[src/rtl/waypoint_heading_rate_controller_assert.svh]
// Assertion macros shared by the waypoint heading-rate controller RTL.
`ifndef WAYPOINT_HEADING_RATE_CONTROLLER_ASSERT_SVH
`define WAYPOINT_HEADING_RATE_CONTROLLER_ASSERT_SVH

// Same-cycle implication, checked on every rising edge outside reset.
`define WPHRC_ASSERT_IMP(label, clk, rst_n, ante, cons) \
    label: assert property (@(posedge clk) disable iff (!rst_n) (ante) |-> (cons)) \
        else $error("wphrc: same-cycle check failed");

// Next-cycle implication, checked on every rising edge outside reset.
`define WPHRC_ASSERT_NXT(label, clk, rst_n, ante, cons) \
    label: assert property (@(posedge clk) disable iff (!rst_n) (ante) |=> (cons)) \
        else $error("wphrc: next-cycle check failed");

`endif

[src/rtl/wphrc_pkg.sv]
// Types, constants and the arctangent table of the waypoint heading-rate controller.
package wphrc_pkg;

    // Widths fixed by the item and register formats.
    localparam int POS_IN_W  = 32;
    localparam int ANGLE_W   = 16;
    localparam int CFG_IDX_W = 3;
    localparam int CFG_DAT_W = 24;
    localparam int OFFSET_W  = 24;
    localparam int HOLD_W    = 16;
    localparam int GAIN_W    = 16;
    localparam int LIMIT_W   = 15;
    localparam int TIME_W    = 32;
    localparam int ZACC_W    = 32;
    localparam int ATAN_IDX_W = 5;

    // Configuration register indexes.
    typedef enum logic [CFG_IDX_W-1:0] {
        REG_OFFSET_NORTH = 3'd0,
        REG_OFFSET_EAST  = 3'd1,
        REG_HOLD_OFF     = 3'd2,
        REG_YAW_GAIN     = 3'd3,
        REG_RATE_LIMIT   = 3'd4
    } cfg_reg_t;

    // Register reset values.
    localparam logic [HOLD_W-1:0]  HOLD_OFF_RESET   = 16'd500;
    localparam logic [GAIN_W-1:0]  YAW_GAIN_RESET   = 16'd12868;
    localparam logic [LIMIT_W-1:0] RATE_LIMIT_RESET = 15'd2048;

    // Pre-rotation angles, a quarter and three quarters of a turn; rounding half.
    localparam logic [ZACC_W-1:0] Z_QUARTER       = 32'h4000_0000;
    localparam logic [ZACC_W-1:0] Z_THREE_QUARTER = 32'hC000_0000;
    localparam logic [ZACC_W-1:0] Z_ROUND_HALF    = 32'h0000_8000;

    typedef enum logic [2:0] {
        ST_IDLE,
        ST_DECODE,
        ST_PREROT,
        ST_ITER,
        ST_ROUND,
        ST_MUL,
        ST_OUTPUT
    } state_t;

    // atan(2^-i) with a full turn as 2^32.
    function automatic logic [ZACC_W-1:0] atan_entry(input logic [ATAN_IDX_W-1:0] idx);
        logic [ZACC_W-1:0] val;
        unique case (idx)
            5'd0:  val = 32'h2000_0000;
            5'd1:  val = 32'h12E4_051E;
            5'd2:  val = 32'h09FB_385B;
            5'd3:  val = 32'h0511_11D4;
            5'd4:  val = 32'h028B_0D43;
            5'd5:  val = 32'h0145_D7E1;
            5'd6:  val = 32'h00A2_F61E;
            5'd7:  val = 32'h0051_7C55;
            5'd8:  val = 32'h0028_BE53;
            5'd9:  val = 32'h0014_5F2F;
            5'd10: val = 32'h000A_2F98;
            5'd11: val = 32'h0005_17CC;
            5'd12: val = 32'h0002_8BE6;
            5'd13: val = 32'h0001_45F3;
            5'd14: val = 32'h0000_A2FA;
            5'd15: val = 32'h0000_517D;
            5'd16: val = 32'h0000_28BE;
            5'd17: val = 32'h0000_145F;
            5'd18: val = 32'h0000_0A30;
            5'd19: val = 32'h0000_0518;
            5'd20: val = 32'h0000_028C;
            5'd21: val = 32'h0000_0146;
            5'd22: val = 32'h0000_00A3;
            5'd23: val = 32'h0000_0051;
            5'd24: val = 32'h0000_0029;
            5'd25: val = 32'h0000_0014;
            5'd26: val = 32'h0000_000A;
            5'd27: val = 32'h0000_0005;
            5'd28: val = 32'h0000_0003;
            5'd29: val = 32'h0000_0001;
            5'd30: val = 32'h0000_0001;
            default: val = 32'h0000_0000;
        endcase
        return val;
    endfunction

endpackage

[src/rtl/waypoint_heading_rate_controller.sv]
// Waypoint heading-rate controller: target capture, sample hold-off, CORDIC bearing and rate command.
//
//  channel | handshake             | payload
//  --------+-----------------------+--------------------------------------------------
//  in      | in_valid / in_stall   | kind, time_ms, pos_valid, pos_north, pos_east, yaw_now
//  out     | out_valid / out_stall | rate_cmd, bearing, heading_error
//  cfg     | cfg_valid / cfg_ready | cfg_index, cfg_data
//
// An enter item or a dropped sample passes through the decode state only. A sample that yields a
// result runs through the pre-rotation, rotation, rounding, multiply and output states, using
// the single CORDIC iteration unit that handles one rotation per cycle; a position on the target
// skips the rotations. The next item can be accepted once the output register is loaded. A result
// waits in the output register while out_stall is high; the next item is then still accepted, but
// its result is held back until the register is free. Reset is asynchronous and restores every
// configuration register and clears the controller state.
module waypoint_heading_rate_controller #(
    parameter int CORDIC_STEPS = 16,
    parameter int POS_WIDTH    = 32
) (
    input  logic                                   clk,
    input  logic                                   rst_n,
    // configuration
    input  logic                                   cfg_valid,
    output logic                                   cfg_ready,
    input  logic [wphrc_pkg::CFG_IDX_W-1:0]        cfg_index,
    input  logic [wphrc_pkg::CFG_DAT_W-1:0]        cfg_data,
    // input items
    input  logic                                   in_valid,
    output logic                                   in_stall,
    input  logic                                   kind,
    input  logic [wphrc_pkg::TIME_W-1:0]           time_ms,
    input  logic                                   pos_valid,
    input  logic signed [wphrc_pkg::POS_IN_W-1:0]  pos_north,
    input  logic signed [wphrc_pkg::POS_IN_W-1:0]  pos_east,
    input  logic signed [wphrc_pkg::ANGLE_W-1:0]   yaw_now,
    // result items
    output logic                                   out_valid,
    input  logic                                   out_stall,
    output logic signed [wphrc_pkg::ANGLE_W-1:0]   rate_cmd,
    output logic signed [wphrc_pkg::ANGLE_W-1:0]   bearing,
    output logic signed [wphrc_pkg::ANGLE_W-1:0]   heading_error
);
    import wphrc_pkg::*;

    `include "waypoint_heading_rate_controller_assert.svh"

    localparam int WW = (POS_WIDTH > POS_IN_W) ? POS_WIDTH : POS_IN_W;
    localparam int DW = WW + 1;   // position sums and differences
    localparam int CW = DW + 2;   // CORDIC vector, room for the gain of about 1.65
    localparam int IW = (CORDIC_STEPS > 1) ? $clog2(CORDIC_STEPS) : 1;
    localparam int PW = 2 * ANGLE_W + 2;   // product of the negated error and the gain
    localparam int CMD_W = PW - ANGLE_W;

    // Configuration registers.
    logic signed [OFFSET_W-1:0] offset_north_reg;
    logic signed [OFFSET_W-1:0] offset_east_reg;
    logic [HOLD_W-1:0]          hold_off_reg;
    logic [GAIN_W-1:0]          yaw_gain_reg;
    logic [LIMIT_W-1:0]         rate_limit_reg;

    // Controller state.
    state_t                      state_reg, state_next;
    logic [TIME_W-1:0]           last_sample_reg;
    logic                        start_valid_reg;
    logic signed [POS_WIDTH-1:0] target_north_reg;
    logic signed [POS_WIDTH-1:0] target_east_reg;
    logic [IW-1:0]               step_reg;

    // Captured item.
    logic                        kind_reg;
    logic [TIME_W-1:0]           time_reg;
    logic                        pos_valid_reg;
    logic signed [POS_IN_W-1:0]  pos_north_reg;
    logic signed [POS_IN_W-1:0]  pos_east_reg;
    logic signed [ANGLE_W-1:0]   yaw_reg;

    // Datapath.
    logic signed [CW-1:0]        x_reg;
    logic signed [CW-1:0]        y_reg;
    logic [ZACC_W-1:0]           z_reg;
    logic signed [ANGLE_W-1:0]   bearing_reg;
    logic signed [ANGLE_W-1:0]   err_reg;
    logic signed [PW-1:0]        prod_reg;

    // Output register.
    logic                        out_valid_reg;
    logic signed [ANGLE_W-1:0]   cmd_out_reg;
    logic signed [ANGLE_W-1:0]   bearing_out_reg;
    logic signed [ANGLE_W-1:0]   err_out_reg;

    logic in_accept;
    logic out_load;
    logic held_off;
    logic do_sample;
    logic zero_vec;
    logic last_step;

    assign cfg_ready     = 1'b1;
    assign in_stall      = (state_reg != ST_IDLE);
    assign in_accept     = in_valid && !in_stall;
    assign out_valid     = out_valid_reg;
    assign rate_cmd      = cmd_out_reg;
    assign bearing       = bearing_out_reg;
    assign heading_error = err_out_reg;

    // ---------------------------------------------------------------- decode arithmetic
    logic [TIME_W-1:0]    elapsed;
    logic signed [DW-1:0] sum_north, sum_east;
    logic signed [POS_WIDTH-1:0] sat_north, sat_east;
    logic signed [DW-1:0] delta_north, delta_east;

    function automatic logic signed [POS_WIDTH-1:0] sat_pos(input logic signed [DW-1:0] v);
        logic [DW-POS_WIDTH:0] upper;
        logic signed [POS_WIDTH-1:0] res;
        upper = v[DW-1:POS_WIDTH-1];
        if ((&upper) || !(|upper))
        begin
            res = v[POS_WIDTH-1:0];
        end
        else if (v[DW-1])
        begin
            res = {1'b1, {(POS_WIDTH-1){1'b0}}};
        end
        else
        begin
            res = {1'b0, {(POS_WIDTH-1){1'b1}}};
        end
        return res;
    endfunction

    always_comb
    begin
        elapsed     = time_reg - last_sample_reg;
        held_off    = elapsed < TIME_W'(hold_off_reg);
        do_sample   = start_valid_reg && pos_valid_reg;
        sum_north   = DW'(pos_north_reg) + DW'(offset_north_reg);
        sum_east    = DW'(pos_east_reg) + DW'(offset_east_reg);
        sat_north   = sat_pos(sum_north);
        sat_east    = sat_pos(sum_east);
        delta_north = DW'(target_north_reg) - DW'(pos_north_reg);
        delta_east  = DW'(target_east_reg) - DW'(pos_east_reg);
    end

    // ---------------------------------------------------------------- shared CORDIC step
    logic signed [CW-1:0] x_shift, y_shift;
    logic [ZACC_W-1:0]    atan_val;
    logic                 rot_neg;

    always_comb
    begin
        x_shift   = x_reg >>> step_reg;
        y_shift   = y_reg >>> step_reg;
        atan_val  = atan_entry(ATAN_IDX_W'(step_reg));
        rot_neg   = (y_reg > 0);
        zero_vec  = (x_reg == '0) && (y_reg == '0);
        last_step = (step_reg == IW'(CORDIC_STEPS - 1));
    end

    // ---------------------------------------------------------------- rate arithmetic
    logic [ZACC_W-1:0]         z_rounded;
    logic signed [ANGLE_W-1:0] bearing_calc;
    logic signed [ANGLE_W:0]   neg_err;
    logic signed [ANGLE_W:0]   gain_s;
    logic signed [PW-1:0]      prod_calc;
    logic signed [PW-1:0]      prod_rnd;
    logic signed [CMD_W-1:0]   cmd_raw, lim_pos, lim_neg, cmd_clamped;

    always_comb
    begin
        z_rounded    = z_reg + Z_ROUND_HALF;
        bearing_calc = z_rounded[ZACC_W-1:ZACC_W-ANGLE_W];
        neg_err      = -((ANGLE_W+1)'(err_reg));
        gain_s       = {1'b0, yaw_gain_reg};
        prod_calc    = PW'(neg_err) * PW'(gain_s);
        prod_rnd     = prod_reg + PW'(34'sd32768);
        cmd_raw      = prod_rnd[PW-1:ANGLE_W];
        lim_pos      = CMD_W'({1'b0, rate_limit_reg});
        lim_neg      = -lim_pos;
        if (cmd_raw > lim_pos)
        begin
            cmd_clamped = lim_pos;
        end
        else if (cmd_raw < lim_neg)
        begin
            cmd_clamped = lim_neg;
        end
        else
        begin
            cmd_clamped = cmd_raw;
        end
    end

    // ---------------------------------------------------------------- sequencer
    always_comb
    begin
        state_next = state_reg;
        out_load   = 1'b0;
        unique case (state_reg)
            ST_IDLE:
            begin
                if (in_accept)
                begin
                    state_next = ST_DECODE;
                end
            end
            ST_DECODE:
            begin
                if (kind_reg && !held_off && do_sample)
                begin
                    state_next = ST_PREROT;
                end
                else
                begin
                    state_next = ST_IDLE;
                end
            end
            ST_PREROT:
            begin
                // A vector of zero length keeps a zero angle and skips the rotations.
                state_next = zero_vec ? ST_ROUND : ST_ITER;
            end
            ST_ITER:
            begin
                if (last_step)
                begin
                    state_next = ST_ROUND;
                end
            end
            ST_ROUND:
            begin
                state_next = ST_MUL;
            end
            ST_MUL:
            begin
                state_next = ST_OUTPUT;
            end
            ST_OUTPUT:
            begin
                if (!out_valid_reg || !out_stall)
                begin
                    out_load   = 1'b1;
                    state_next = ST_IDLE;
                end
            end
            default:
            begin
                state_next = ST_IDLE;
            end
        endcase
    end

    always_ff @(posedge clk or negedge rst_n)
    begin
        if (!rst_n)
        begin
            state_reg <= ST_IDLE;
        end
        else
        begin
            state_reg <= state_next;
        end
    end

    // ---------------------------------------------------------------- configuration
    always_ff @(posedge clk or negedge rst_n)
    begin
        if (!rst_n)
        begin
            offset_north_reg <= '0;
            offset_east_reg  <= '0;
            hold_off_reg     <= HOLD_OFF_RESET;
            yaw_gain_reg     <= YAW_GAIN_RESET;
            rate_limit_reg   <= RATE_LIMIT_RESET;
        end
        else if (cfg_valid && cfg_ready)
        begin
            unique case (cfg_index)
                REG_OFFSET_NORTH: offset_north_reg <= cfg_data[OFFSET_W-1:0];
                REG_OFFSET_EAST:  offset_east_reg  <= cfg_data[OFFSET_W-1:0];
                REG_HOLD_OFF:     hold_off_reg     <= cfg_data[HOLD_W-1:0];
                REG_YAW_GAIN:     yaw_gain_reg     <= cfg_data[GAIN_W-1:0];
                REG_RATE_LIMIT:   rate_limit_reg   <= cfg_data[LIMIT_W-1:0];
                default:          ;
            endcase
        end
    end

    // ---------------------------------------------------------------- controller state
    always_ff @(posedge clk or negedge rst_n)
    begin
        if (!rst_n)
        begin
            last_sample_reg  <= '0;
            start_valid_reg  <= 1'b0;
            target_north_reg <= '0;
            target_east_reg  <= '0;
        end
        else if (state_reg == ST_DECODE)
        begin
            if (!kind_reg)
            begin
                start_valid_reg <= pos_valid_reg;
                if (pos_valid_reg)
                begin
                    target_north_reg <= sat_north;
                    target_east_reg  <= sat_east;
                end
            end
            else if (!held_off)
            begin
                last_sample_reg <= time_reg;
            end
        end
    end

    // ---------------------------------------------------------------- item capture and datapath
    always_ff @(posedge clk)
    begin
        if (in_accept)
        begin
            kind_reg      <= kind;
            time_reg      <= time_ms;
            pos_valid_reg <= pos_valid;
            pos_north_reg <= pos_north;
            pos_east_reg  <= pos_east;
            yaw_reg       <= yaw_now;
        end

        case (state_reg)
            ST_DECODE:
            begin
                x_reg <= CW'(delta_north);
                y_reg <= CW'(delta_east);
                z_reg <= '0;
            end
            ST_PREROT:
            begin
                step_reg <= '0;
                // Move a vector in the left half plane into the right half plane.
                if (x_reg < 0)
                begin
                    if (y_reg >= 0)
                    begin
                        x_reg <= y_reg;
                        y_reg <= -x_reg;
                        z_reg <= Z_QUARTER;
                    end
                    else
                    begin
                        x_reg <= -y_reg;
                        y_reg <= x_reg;
                        z_reg <= Z_THREE_QUARTER;
                    end
                end
            end
            ST_ITER:
            begin
                step_reg <= step_reg + 1'b1;
                if (rot_neg)
                begin
                    x_reg <= x_reg + y_shift;
                    y_reg <= y_reg - x_shift;
                    z_reg <= z_reg + atan_val;
                end
                else
                begin
                    x_reg <= x_reg - y_shift;
                    y_reg <= y_reg + x_shift;
                    z_reg <= z_reg - atan_val;
                end
            end
            ST_ROUND:
            begin
                bearing_reg <= bearing_calc;
                err_reg     <= bearing_calc - yaw_reg;
            end
            ST_MUL:
            begin
                prod_reg <= prod_calc;
            end
            default:
            begin
            end
        endcase

        if (out_load)
        begin
            cmd_out_reg     <= cmd_clamped[ANGLE_W-1:0];
            bearing_out_reg <= bearing_reg;
            err_out_reg     <= err_reg;
        end
    end

    // ---------------------------------------------------------------- output valid
    always_ff @(posedge clk or negedge rst_n)
    begin
        if (!rst_n)
        begin
            out_valid_reg <= 1'b0;
        end
        else if (out_load)
        begin
            out_valid_reg <= 1'b1;
        end
        else if (!out_stall)
        begin
            out_valid_reg <= 1'b0;
        end
    end

    // ---------------------------------------------------------------- assertions
    `WPHRC_ASSERT_NXT(a_busy_after_accept, clk, rst_n, in_valid && !in_stall, in_stall)
    `WPHRC_ASSERT_IMP(a_result_from_output, clk, rst_n, $rose(out_valid_reg), $past(state_reg) == ST_OUTPUT)
    `WPHRC_ASSERT_IMP(a_iter_x_nonneg, clk, rst_n, state_reg == ST_ITER, !x_reg[CW-1])

endmodule
[config.mk]
export PLATFORM = sky130hd
export DESIGN_NAME = waypoint_heading_rate_controller
export DESIGN_NICKNAME = d
export VERILOG_FILES = /design/src/rtl/wphrc_pkg.sv /design/src/rtl/waypoint_heading_rate_controller.sv
export VERILOG_INCLUDE_DIRS = /design/src /design/src/rtl
export SDC_FILE = /design/constraint.sdc
export NUM_CORES = 2
export LEC_CHECK = 0
export ABC_AREA = 0
export BUFFER_PORTS_ARGS = -buffer_cell sky130_fd_sc_hd__buf_2
export CAP_MARGIN = 25
export CORE_ASPECT_RATIO = 1.4
export CORE_MARGIN = 5
export CORE_UTILIZATION = 35
export DETAILED_ROUTE_END_ITERATION = 8
export PLACE_DENSITY = 0.53
export SLEW_MARGIN = 0
export SYNTH_ARGS = -nofsm -noshare
export SYNTH_HDL_FRONTEND = slang
export SYNTH_SLANG_ARGS = --single-unit
[constraint.sdc]
create_clock -name clk -period 10 [get_ports clk]
set_input_delay 1 -clock clk [delete_from_list [all_inputs] [get_ports clk]]
set_output_delay 1 -clock clk [all_outputs]
set_load 0.005 [all_outputs]
==> summary.md <==
| Metric | Value |
|---|---|
| Type of element capturing the critical path | flop |
| Startpoint types | flop |
| Fill cells | between 15000 and 20000 |
| Crit Path Max Fanout | 16 |
| H-Tree Depth | 3 |
| Total number of vias | 42500 |
| Syn Area/Cell | 9.28 um2 |
| Most frequent cells in the layout | inv_1 (629), nand2_1 (547), ha_1 (422) |
| CP Launch Point | err_reg[4]$_DFFE_PP_ |
| Setup Fix Bufs, Post-CTS | 0 |
| R2r worst-path depth | 27 |
| Reg-to-reg critical path startpoint | err_reg[4]$_DFFE_PP_ |
| Global-route wire length before repair | between 200000 and 250000 um |
| Setup WS pre-CTS | 986 ps |
| HP Class | in -> async |
| Min Hold Slack | around 310 ps |
| Yosys warns | 0 |
| WL/cell | 20.1 um |
| Hpwl dp | 122000 um |
| Final setup margin | about 940 ps |
| Setup_tns | 0 ps |
| Wl on met1 | approximately 65000 um |
| # setup viols final | 0 |
| Fin nets | 6697 |
| Post-synth EDFFs | between 300 and 400 |
| Synthesis-to-layout area growth | 10.5% |
| Initial DRC Count | between 2000 and 2500 |
| Fraction of layout cells with a size suffix above 1 | 11.2% |
| First-pass iteration count of the detailed router | 6 |
| Number of global-route vias before repair | 43400 |
| Final ANT Viol Nets | 0 |
| Via density | between 5 and 6 |
| Cell Area, Synth | around 53000 um2 |
| Die Area | 160000 um2 |
| Routed wl met3 | 7410 um |
| Die width | 340 um |
| Fmax | 110 MHz |
| Cts bufs inserted | 68 |
| RSZ-0062 raised after global routing | false |
| Clk_lat worst skew | 680 ps |
| Setup slack, reg-to-reg | a little over 900 ps |
| IO buf count | 195 |
| RR Endpoint | prod_reg[28]$_DFFE_PP_ |
| Syn nets | around 6600 |
| CP arrival | between 9000 and 10000 ps |
| WL met2 | 80200 um |
| Area of the multi-input gates | 35000 um2 |
| Die Height | 471 um |
| GP Congestion | roughly 0.9 |
| Clock sink count | 545 |
| Largest net degree at the start of global routing | 84 |
| Tcrit/Tclk final | 90.6% |
| Initial antenna violation count | 6 |
| Reg area | 15100 um2 |
| Worst Tran Pin Value | slightly above 1000 ps |
| Root buffer cell | clkbuf_16 |
| Critical Path RT | around 10000 ps |
| Core area | 151000 um2 |
| Final instance area | roughly 60000 um2 |
| Overall Global Routing Usage | around a fifth |
| Most common cell after layout, fill and taps aside | inv_1 |
| Site row count | about 170 |
| Io pins | between 150 and 200 |
| Ys flop type | edfxtp_1 |
| Clock slew at reported path FFs | 60 ps |
| CTS tree | yes |
| CTS resizes | 0 |
| Clock Skew | 35.2 ps |
| Routed wire length | 158000 um |
| Slew HR | 30.7% |
| Total global routing overflow | 0 |
| Period minus WS final | between 9000 and 10000 ps |
| Cells after synthesis | 5734 |
| Area after DPL | 56400 um2 |
| CTS max path bufs | 3 |
| Top layer in use | met5 |
| Status | completed |
| Max_cap viols | 0 |
| Library cells used by synthesis | 102 |
| Kind of critical path | reg -> reg |
| Hold_buf cts | 0 |
| Max Slew Vio Count | 0 |
| Post-synthesis sequential area ratio | 28.4% |
| Drc violations | 0 |
| Hold Violations, Final | 0 |
| Post-synth ARST share | 36.0% |
| Register bit total from synthesis | approximately 550 |
| Initial Util | 35.2% |
## cell usage after synthesis, types with 58 or more instances
master | instances | area, um2
clkbuf_1 | 176 | 661
a211oi_1 | 72 | 541
inv_1 | 630 | 2360
mux4_2 | 76 | 1710
mux2_2 | 97 | 1090
xnor2_1 | 253 | 2220
nand3_1 | 88 | 440
o21a_1 | 58 | 435
o21ai_0 | 351 | 1760
nand2_1 | 549 | 2060
mux2i_1 | 61 | 611
ha_1 | 422 | 5280
xor2_1 | 184 | 1610
fa_1 | 286 | 5730
a21oi_1 | 364 | 1820
a21o_1 | 134 | 1010
edfxtp_1 | 319 | 9580
nor3_1 | 90 | 450
nor2_1 | 349 | 1310
dfrtp_1 | 184 | 4600
and2_1 | 140 | 876
## logic make-up (layout without fill, tap and decap cells)
| family | count (synthesis) | in the layout | share of synthesized area [%] |
|---|---|---|---|
| other | 1 | 3 | 0.00704 |
| AO/OA/AOI/OAI | 1360 | 1360 | 16.2 |
| AND/OR/NAND/NOR | 1553 | 1553 | 14.0 |
| flip-flops | 545 | 545 | 28.4 |
| buffers and inverters | 860 | 1024 | 6.22 |
| XOR/XNOR | 437 | 437 | 7.19 |
| adder cells (fa/ha/maj) | 715 | 715 | 20.8 |
| multiplexers | 263 | 263 | 7.23 |
## cell type report
type / instances / share of cell area (%)
inverter: 631 / 4.03
tap: 1966 / 4.18
timing repair buffer: 268 / 2.65
sequential: 545 / 25.7
antenna: 2 / 0.00851
clock inverter: 42 / 0.811
clock buffer: 83 / 3.18
multi-input combinational: 4329 / 59.5
## critical path: stages (launching register included)
cell and delay, ps:
edfxtp_1 420, or3_1 410, nor3_1 300, nand2b_1 130, nor4b_1 800, xnor2_2 490, and2_1 340, fa_1 540
inv_1 60, fa_1 500, fa_1 520, inv_1 50, fa_1 480, fa_1 540, inv_1 60, fa_1 530
inv_1 40, ha_1 330, a21o_1 180, a21o_1 180, a22oi_1 130, o21ai_0 180, o41a_1 390, a21oi_1 390
a2bb2oi_1 260, nor2b_1 280, a21oi_1 120, xor2_1 150
## per-layer routing
| layer | vias up | global-route usage, % |
|---|---|---|
| met5 | - | 0 |
| met4 | 2 | 7.01 |
| met3 | 309 | 2.35 |
| met2 | 1093 | 35.0 |
| met1 | 20700 | 23.5 |
| li1 | 20300 | - |
## per-stage QoR
stage,std cells,util (%)
3_5_place_dp,7737,37.3
3_3_place_gp,7735,37.3
2_1_floorplan,5734,-
5_1_grt,7865,38.8
6_report,7866,38.8
4_1_cts,7862,38.8
## worst max path at each step
stage,slack (ps),cells after the start,endpoint
2_1_floorplan,1970,30,prod_reg[28]$_DFFE_PP_
3_3_place_gp,1100,27,prod_reg[28]$_DFFE_PP_
3_5_place_dp,990,27,prod_reg[28]$_DFFE_PP_
4_1_cts,920,27,prod_reg[28]$_DFFE_PP_
5_1_grt,330,27,prod_reg[33]$_DFFE_PP_
6_report,940,27,prod_reg[28]$_DFFE_PP_
Power is not shown: default switching activity piles up to over one toggle a cycle in this logic, so the estimate is an artifact.
